### src/sv/swm_pkg.sv
`timescale 1ns / 1ps
// Shared types and constants for the star wildcard name matcher.
// Used by every module of the block; depends on nothing.
package swm_pkg;

    localparam int PATTERN_MAX_DEF = 64;

    localparam logic [7:0] STAR_BYTE = 8'd42;
    localparam logic [7:0] DOT_BYTE  = 8'd46;

    localparam logic KIND_PATTERN = 1'b0;
    localparam logic KIND_NAME    = 1'b1;

    typedef struct packed {
        logic       kind;
        logic [7:0] char_byte;
        logic       last;
    } item_t;

endpackage

### src/sv/star_wildcard_name_matcher_top.sv
`timescale 1ns / 1ps
// Top level of the star wildcard name matcher: input register, pattern store,
// position engine and result register. Depends on swm_pkg, swm_pattern and swm_engine.
//
// The block takes one item per clock cycle, pattern bytes and name bytes alike, unless the
// input stalls. A verdict passes the input register and then the result register. The rate
// is set by the update of the active-position vector, which includes the star closure as a
// logarithmic prefix network over all PATTERN_MAX positions. Pattern bytes beyond PATTERN_MAX
// are dropped and flag an overflow, and every verdict is then no match. A result that waits
// in the output register holds the next final name byte in the input register, and the
// input then stalls until the waiting result is taken.
module star_wildcard_name_matcher_top #(
    parameter int PATTERN_MAX = swm_pkg::PATTERN_MAX_DEF
) (
    input  logic       clk,
    input  logic       rst_n,
    input  logic       in_valid,
    output logic       in_ready,
    input  logic       kind,
    input  logic [7:0] char_byte,
    input  logic       last,
    output logic       out_valid,
    input  logic       out_ready,
    output logic       matched,
    output logic       pattern_overflow
);

    swm_pkg::item_t s1_item_reg;
    logic           s1_valid_reg, s1_valid_next;
    logic           out_valid_reg, out_valid_next;
    logic           matched_reg;
    logic           ovf_reg;

    logic                   produces;
    logic                   fire;
    logic                   load_en;
    logic                   name_en;
    logic [PATTERN_MAX-1:0] live;
    logic [PATTERN_MAX-1:0] star_live;
    logic [PATTERN_MAX-1:0] match_vec;
    logic [PATTERN_MAX:0]   start_vec;
    logic                   dot_lead;
    logic                   overflow;
    logic                   verdict;

    assign produces = (s1_item_reg.kind == swm_pkg::KIND_NAME) && s1_item_reg.last;
    assign fire     = s1_valid_reg && (!produces || !out_valid_reg || out_ready);
    assign load_en  = fire && (s1_item_reg.kind == swm_pkg::KIND_PATTERN);
    assign name_en  = fire && (s1_item_reg.kind == swm_pkg::KIND_NAME);
    assign in_ready = !s1_valid_reg || fire;

    always_comb
    begin
        s1_valid_next = s1_valid_reg;
        if (in_valid && in_ready)
        begin
            s1_valid_next = 1'b1;
        end
        else if (fire)
        begin
            s1_valid_next = 1'b0;
        end

        out_valid_next = out_valid_reg;
        if (fire && produces)
        begin
            out_valid_next = 1'b1;
        end
        else if (out_ready)
        begin
            out_valid_next = 1'b0;
        end
    end

    always_ff @(posedge clk or negedge rst_n)
    begin
        if (!rst_n)
        begin
            s1_valid_reg  <= 1'b0;
            out_valid_reg <= 1'b0;
        end
        else
        begin
            s1_valid_reg  <= s1_valid_next;
            out_valid_reg <= out_valid_next;
        end
    end

    always_ff @(posedge clk)
    begin
        if (in_valid && in_ready)
        begin
            s1_item_reg.kind      <= kind;
            s1_item_reg.char_byte <= char_byte;
            s1_item_reg.last      <= last;
        end
        if (fire && produces)
        begin
            matched_reg <= verdict;
            ovf_reg     <= overflow;
        end
    end

    swm_pattern #(
        .PATTERN_MAX(PATTERN_MAX)
    ) u_pattern (
        .clk       (clk),
        .rst_n     (rst_n),
        .load_en   (load_en),
        .item      (s1_item_reg),
        .live      (live),
        .star_live (star_live),
        .match_vec (match_vec),
        .start_vec (start_vec),
        .dot_lead  (dot_lead),
        .overflow  (overflow)
    );

    swm_engine #(
        .PATTERN_MAX(PATTERN_MAX)
    ) u_engine (
        .clk       (clk),
        .rst_n     (rst_n),
        .load_en   (load_en),
        .name_en   (name_en),
        .item      (s1_item_reg),
        .live      (live),
        .star_live (star_live),
        .match_vec (match_vec),
        .start_vec (start_vec),
        .dot_lead  (dot_lead),
        .overflow  (overflow),
        .matched   (verdict)
    );

    assign out_valid        = out_valid_reg;
    assign matched          = matched_reg;
    assign pattern_overflow = ovf_reg;

    a_no_match_on_overflow: assert property (@(posedge clk) disable iff (!rst_n)
        out_valid && pattern_overflow |-> !matched)
        else $error("A verdict with pattern overflow reports a match.");

    a_result_follows_fire: assert property (@(posedge clk) disable iff (!rst_n)
        fire && produces |=> out_valid)
        else $error("A final name byte was processed without a result.");

    a_result_has_source: assert property (@(posedge clk) disable iff (!rst_n)
        $rose(out_valid) |-> $past(fire && produces))
        else $error("A result appeared without a final name byte.");

    a_stall_only_when_held: assert property (@(posedge clk) disable iff (!rst_n)
        !in_ready |-> s1_valid_reg && produces && out_valid_reg && !out_ready)
        else $error("Input stalled without a waiting result.");

endmodule

### src/sv/swm_pattern.sv
`timescale 1ns / 1ps
// Pattern store: keeps the loaded pattern bytes, their star flags and a fill mask,
// and compares every stored byte against the current name byte. Depends on swm_pkg.
module swm_pattern #(
    parameter int PATTERN_MAX = swm_pkg::PATTERN_MAX_DEF
) (
    input  logic                   clk,
    input  logic                   rst_n,
    input  logic                   load_en,
    input  swm_pkg::item_t         item,
    output logic [PATTERN_MAX-1:0] live,
    output logic [PATTERN_MAX-1:0] star_live,
    output logic [PATTERN_MAX-1:0] match_vec,
    output logic [PATTERN_MAX:0]   start_vec,
    output logic                   dot_lead,
    output logic                   overflow
);

    logic [7:0]             store_reg [PATTERN_MAX];
    logic [PATTERN_MAX-1:0] star_reg;
    logic [PATTERN_MAX-1:0] live_reg, live_next;
    logic [PATTERN_MAX:0]   start_reg, start_next;
    logic                   all_star_reg, all_star_next;
    logic                   complete_reg, complete_next;
    logic                   ovf_reg, ovf_next;

    logic [PATTERN_MAX-1:0] live_eff;
    logic [PATTERN_MAX:0]   start_eff;
    logic                   all_star_eff;
    logic                   ovf_eff;
    logic [PATTERN_MAX:0]   tail_eff;
    logic [PATTERN_MAX:0]   live_shift;
    logic                   full;
    logic                   is_star;

    always_comb
    begin
        live_eff     = complete_reg ? '0 : live_reg;
        start_eff    = complete_reg ? {{PATTERN_MAX{1'b0}}, 1'b1} : start_reg;
        all_star_eff = complete_reg ? 1'b1 : all_star_reg;
        ovf_eff      = complete_reg ? 1'b0 : ovf_reg;
        live_shift   = {live_eff, 1'b1};
        tail_eff     = live_shift & ~{1'b0, live_eff};
        full         = live_eff[PATTERN_MAX-1];
        is_star      = (item.char_byte == swm_pkg::STAR_BYTE);

        live_next     = live_reg;
        start_next    = start_reg;
        all_star_next = all_star_reg;
        complete_next = complete_reg;
        ovf_next      = ovf_reg;
        if (load_en)
        begin
            complete_next = item.last;
            if (full)
            begin
                live_next     = live_eff;
                start_next    = start_eff;
                all_star_next = all_star_eff;
                ovf_next      = 1'b1;
            end
            else
            begin
                live_next     = live_shift[PATTERN_MAX-1:0];
                start_next    = start_eff
                                | ((all_star_eff && is_star) ? (tail_eff << 1) : '0);
                all_star_next = all_star_eff & is_star;
                ovf_next      = ovf_eff;
            end
        end
    end

    always_ff @(posedge clk or negedge rst_n)
    begin
        if (!rst_n)
        begin
            live_reg     <= '0;
            start_reg    <= {{PATTERN_MAX{1'b0}}, 1'b1};
            all_star_reg <= 1'b1;
            complete_reg <= 1'b0;
            ovf_reg      <= 1'b0;
        end
        else
        begin
            live_reg     <= live_next;
            start_reg    <= start_next;
            all_star_reg <= all_star_next;
            complete_reg <= complete_next;
            ovf_reg      <= ovf_next;
        end
    end

    always_ff @(posedge clk)
    begin
        for (int p = 0; p < PATTERN_MAX; p++)
        begin
            if (load_en && !full && tail_eff[p])
            begin
                store_reg[p] <= item.char_byte;
                star_reg[p]  <= is_star;
            end
        end
    end

    always_comb
    begin
        for (int p = 0; p < PATTERN_MAX; p++)
        begin
            match_vec[p] = (store_reg[p] == item.char_byte);
        end
    end

    assign live      = live_reg;
    assign star_live = star_reg & live_reg;
    assign start_vec = start_reg;
    assign dot_lead  = live_reg[0] && (store_reg[0] == swm_pkg::DOT_BYTE);
    assign overflow  = ovf_reg;

endmodule

### src/sv/swm_engine.sv
`timescale 1ns / 1ps
// Active-position engine: advances the set of live pattern positions on each name
// byte, closes it over stars with a prefix network and forms the verdict. Depends on swm_pkg.
module swm_engine #(
    parameter int PATTERN_MAX = swm_pkg::PATTERN_MAX_DEF
) (
    input  logic                   clk,
    input  logic                   rst_n,
    input  logic                   load_en,
    input  logic                   name_en,
    input  swm_pkg::item_t         item,
    input  logic [PATTERN_MAX-1:0] live,
    input  logic [PATTERN_MAX-1:0] star_live,
    input  logic [PATTERN_MAX-1:0] match_vec,
    input  logic [PATTERN_MAX:0]   start_vec,
    input  logic                   dot_lead,
    input  logic                   overflow,
    output logic                   matched
);

    localparam int N      = PATTERN_MAX + 1;
    localparam int LEVELS = $clog2(N);

    logic [N-1:0] active_reg, active_next;
    logic         at_start_reg, at_start_next;
    logic         hidden_reg, hidden_next;

    logic [N-1:0]           base;
    logic [PATTERN_MAX-1:0] stay;
    logic [PATTERN_MAX-1:0] step;
    logic [N-1:0]           g_acc;
    logic [N-1:0]           p_acc;
    logic [N-1:0]           tail;
    logic                   hidden_now;

    always_comb
    begin
        base  = at_start_reg ? start_vec : active_reg;
        stay  = base[PATTERN_MAX-1:0] & star_live;
        step  = base[PATTERN_MAX-1:0] & live & ~star_live & match_vec;
        g_acc = {1'b0, stay} | {step, 1'b0};
        p_acc = {star_live, 1'b0};
        for (int k = 0; k < LEVELS; k++)
        begin
            g_acc = g_acc | (p_acc & (g_acc << (1 << k)));
            p_acc = p_acc & (p_acc << (1 << k));
        end
        tail       = {live, 1'b1} & ~{1'b0, live};
        hidden_now = at_start_reg
                     ? ((item.char_byte == swm_pkg::DOT_BYTE) && !dot_lead)
                     : hidden_reg;
        matched    = (|(g_acc & tail)) && !hidden_now && !overflow;

        active_next   = active_reg;
        at_start_next = at_start_reg;
        hidden_next   = hidden_reg;
        if (load_en || (name_en && item.last))
        begin
            active_next   = '0;
            at_start_next = 1'b1;
            hidden_next   = 1'b0;
        end
        else if (name_en)
        begin
            active_next   = g_acc;
            at_start_next = 1'b0;
            hidden_next   = hidden_now;
        end
    end

    always_ff @(posedge clk or negedge rst_n)
    begin
        if (!rst_n)
        begin
            active_reg   <= '0;
            at_start_reg <= 1'b1;
            hidden_reg   <= 1'b0;
        end
        else
        begin
            active_reg   <= active_next;
            at_start_reg <= at_start_next;
            hidden_reg   <= hidden_next;
        end
    end

endmodule
### config.mk
export PLATFORM = sky130hd
export DESIGN_NAME = star_wildcard_name_matcher_top
export DESIGN_NICKNAME = d
export VERILOG_FILES = /design/src/sv/swm_pkg.sv /design/src/sv/star_wildcard_name_matcher_top.sv /design/src/sv/swm_pattern.sv /design/src/sv/swm_engine.sv
export SDC_FILE = /design/constraint.sdc
export NUM_CORES = 1
export LEC_CHECK = 0
export BUFFER_PORTS_ARGS = -buffer_cell sky130_fd_sc_hd__buf_2
export CORE_MARGIN = 5
export CORE_UTILIZATION = 50
export CTS_CLUSTER_DIAMETER = 40
export CTS_CLUSTER_SIZE = 16
export DETAILED_ROUTE_END_ITERATION = 8
export PLACE_DENSITY = 0.66
export SETUP_SLACK_MARGIN = 0.05
export SYNTH_ARGS = -nofsm -noshare
export SYNTH_HDL_FRONTEND = slang
export SYNTH_SLANG_ARGS = --single-unit
### constraint.sdc
create_clock -name clk -period 9.1 [get_ports clk]
set_clock_uncertainty 0.15 [all_clocks]
set_input_delay 1.365 -clock clk [delete_from_list [all_inputs] [get_ports clk]]
set_output_delay 1.365 -clock clk [all_outputs]
set_load 0.05 [all_outputs]
==> out/metrics.yaml <==
tritoncts: "done"
hold_viol_final: 0
antenna_found_initial: 12
yosys_warnings: 0
grt_pass1_wl_mm: 186
viasPerCell: 6.45
ioPinCount: 18
num_rows: 101
clk_latency_ns: 0.70
synth.avg_cell_area_um2: 12.3
cp_max_fo: 67
worstPathRequired_ns: 9.50
grt_max_degree: 79
routed_wl_mm: 126
cp-end-kind: "register"
overflow: 0
finalNetCount: 3177
drive_above_1_share_pct: 10.5
synth_nets: 3134
start_kind: "register"
synthArstFlopShare_pct: 25.2
synth_ff_type: "edfxtp_1"
setup_viol_count_final: 0
firstDrtPassIters: 8
ys_seq_area_share_pct: 59.2
clk_pin_slew_worst_paths_ns: 0.06
detail-route-antenna-nets: 0
port_buffers: 17
drv_slew: 0
grt_usage_pct: 30.5
root_buffer: "clkbuf_16"
wl_per_cell_um: 29.8
ys_seq_elements: 786
hold_class: "register to register"
tightest_slew_ns: 1.40
cp.arrival_ns: 7.14
hpwl_mm: 87.9
initial_core_util_pct: 50.4
cts.sinks: 786
tns_ns: 0
drc: 0
max_freq_ghz: 0.148
cts_max_path_buffers: 3
period_minus_slack_ns: 6.74
synth_edf_count: 588
ir_drop_v: 0.000198
cap_viol_max_count: 0
die_area_um2: 82100
stdcell_count: 4239
post-cts-setup-buffers: 0
cts_buffers: 111
die_x_um: 287
drt_iter0_markers: 3069
grt_pass1_vias: 26736
largest_reg_flops: 512
syn_to_final_growth_pct: 12.6
cts_hold_buf: 0
fin_crit_sh_pct: 74.0
die_h_um: 287
p_leak_uw: 0.0149
path_class: "register to register"
fillerInstances: 6128
status: "finished clean"
relSlewSlack_pct: 6.11
coreArea_um2: 75800
gp_congestion: 1.03
htreeDepth: 3
num_vias: 27335
synthCells: 3120
p_per_area_nw_per_um2: 201
rsz0062_at_grt: "no"
cts_resized: 0
dp.cells: 4028
synth_area_um2: 38200
ys_types: 91
-- path summary, 6_finish.rpt --
| path | slack (ns) | cells after the start | endpoint | from |
|---|---|---|---|---|
| min | 0.32 | 2 | u_engine.active_reg[57] | u_engine.active_reg[57] |
| max reg2reg | 2.36 | 14 | matched | s1_item_reg[2] |
| min reg2reg | 0.32 | 2 | u_engine.active_reg[57] | u_engine.active_reg[57] |
| max | 2.36 | 14 | matched | s1_item_reg[2] |
| max in group asynchronous | 6.85 | 2 | u_pattern.live[53] | rst_n |
| min in group asynchronous | 0.54 | 1 | u_pattern.live[16] | rst_n |
-- worst max-delay path: stages, from the launching register on --
cell and delay, ns:
edfxtp_1 0.82, buf_12 0.37, xor2_1 0.12, nor4_1 0.39, nand3_1 0.30, o221a_2 0.35, a21boi_0 1.02, o31a_1 0.36
a21boi_0 0.37, o21ai_0 0.80, nand2_1 0.24, o21ai_0 0.59, nand4_1 0.28, nand4b_1 0.19, o311a_1 0.15
-- through the flow --
stage / worst slack (ns) / utilization [%] / instance area [µm²] / power, µW / hold slack [ns]
2_1_floorplan: 1.10 / - / 38200 / 4220 / 0.285
3_3_place_gp: 2.57 / 51.7 / 39200 / 4340 / 0.305
3_5_place_dp: 2.64 / 51.7 / 39200 / 4350 / 0.306
4_1_cts: 2.60 / 56.8 / 43100 / 8720 / 0.320
5_1_grt: 2.36 / 56.8 / 43100 / 8900 / 0.340
6_report: 2.36 / 56.8 / 43100 / 8670 / 0.317
-- cells by family (layout without fill, tap and decap cells) --
| kind of cell | Yosys count | in the layout | synth area share (%) |
|---|---|---|---|
| mux | 65 | 65 | 1.77 |
| other cells | 0 | 1 | 0 |
| buf+inv | 160 | 300 | 2.69 |
| compound gates | 564 | 564 | 10.5 |
| flops | 786 | 786 | 59.2 |
| xor+xnor | 512 | 512 | 11.7 |
| simple gates | 1033 | 1033 | 14.1 |
-- cells in the mapped netlist (all sizes together), types with 14 or more instances --
library cell | number | area (µm²)
a21o | 16 | 120
a21oi | 71 | 355
a22o | 103 | 902
a31oi | 20 | 125
and2 | 15 | 93.8
and3 | 35 | 224
buf | 70 | 689
clkbuf | 72 | 270
dfrtp | 196 | 4900
edfxtp | 588 | 17700
inv | 18 | 67.6
mux2 | 18 | 206
mux2i | 47 | 470
nand2 | 224 | 841
nand2b | 61 | 382
nand3 | 65 | 330
nand3b | 24 | 180
nand4 | 123 | 769
nor2 | 199 | 747
nor2b | 46 | 288
nor3 | 64 | 320
nor3b | 17 | 128
nor4 | 84 | 526
o211a | 15 | 150
o211ai | 16 | 120
o21a | 14 | 105
o21ai | 138 | 691
o22ai | 23 | 144
o31ai | 14 | 110
or2 | 16 | 100
or3 | 14 | 87.6
or4 | 24 | 180
xnor2 | 270 | 2360
xor2 | 242 | 2120
-- placed cells by master, fill, tap and decap left out, types with 17 or more instances in the layout --
cell,Yosys,layout
clkbuf_16,0,112
nand3_1,64,64
nor2b_1,46,45
nand3b_1,24,24
xor2_1,242,242
a22o_1,103,103
mux2i_1,47,47
mux2_2,17,17
buf_4,18,44
or4_1,24,24
dfrtp_1,196,196
nor2_1,199,197
nand2_1,224,221
a31oi_1,20,20
nor4_1,84,82
inv_1,17,17
nand4_1,123,123
and3_1,34,34
xnor2_1,270,270
nor3_1,64,64
nand2b_1,61,61
nor3b_1,17,17
inv_6,0,28
o22ai_1,23,23
edfxtp_1,588,588
a21oi_1,71,71
o21ai_0,136,135
-- routing by layer --
layer / vias to the layer above / track usage [%] / share of wire, %
li1: 11827 / - / -
met2: 1400 / 46.7 / 45
met3: 250 / 6.15 / 8.8
met5: - / 0 / 0.075
met1: 13844 / 44.7 / 43
met4: 14 / 8.58 / 3.1
-- where the power goes --
group / leakage (µW) / internal, µW / switching (µW)
Combinational: 0.00486 / 111 / 265
Sequential: 0.00813 / 3880 / 28.7
Clock: 0.00189 / 2580 / 1810
-- layout make-up --
type | instances | area, µm² | area share, %
inverters | 18 | 67.6 | 0.157
repair buffers | 72 | 646 | 1.50
clock buffers | 118 | 2840 | 6.59
multi-input cells | 2174 | 14600 | 34.0
diodes | 1 | 2.50 | 0.00581
flip-flops and latches | 786 | 22600 | 52.5
clock inverters | 92 | 1020 | 2.38
well taps | 978 | 1220 | 2.84
Note: power is estimated with default switching activity, not from simulation.
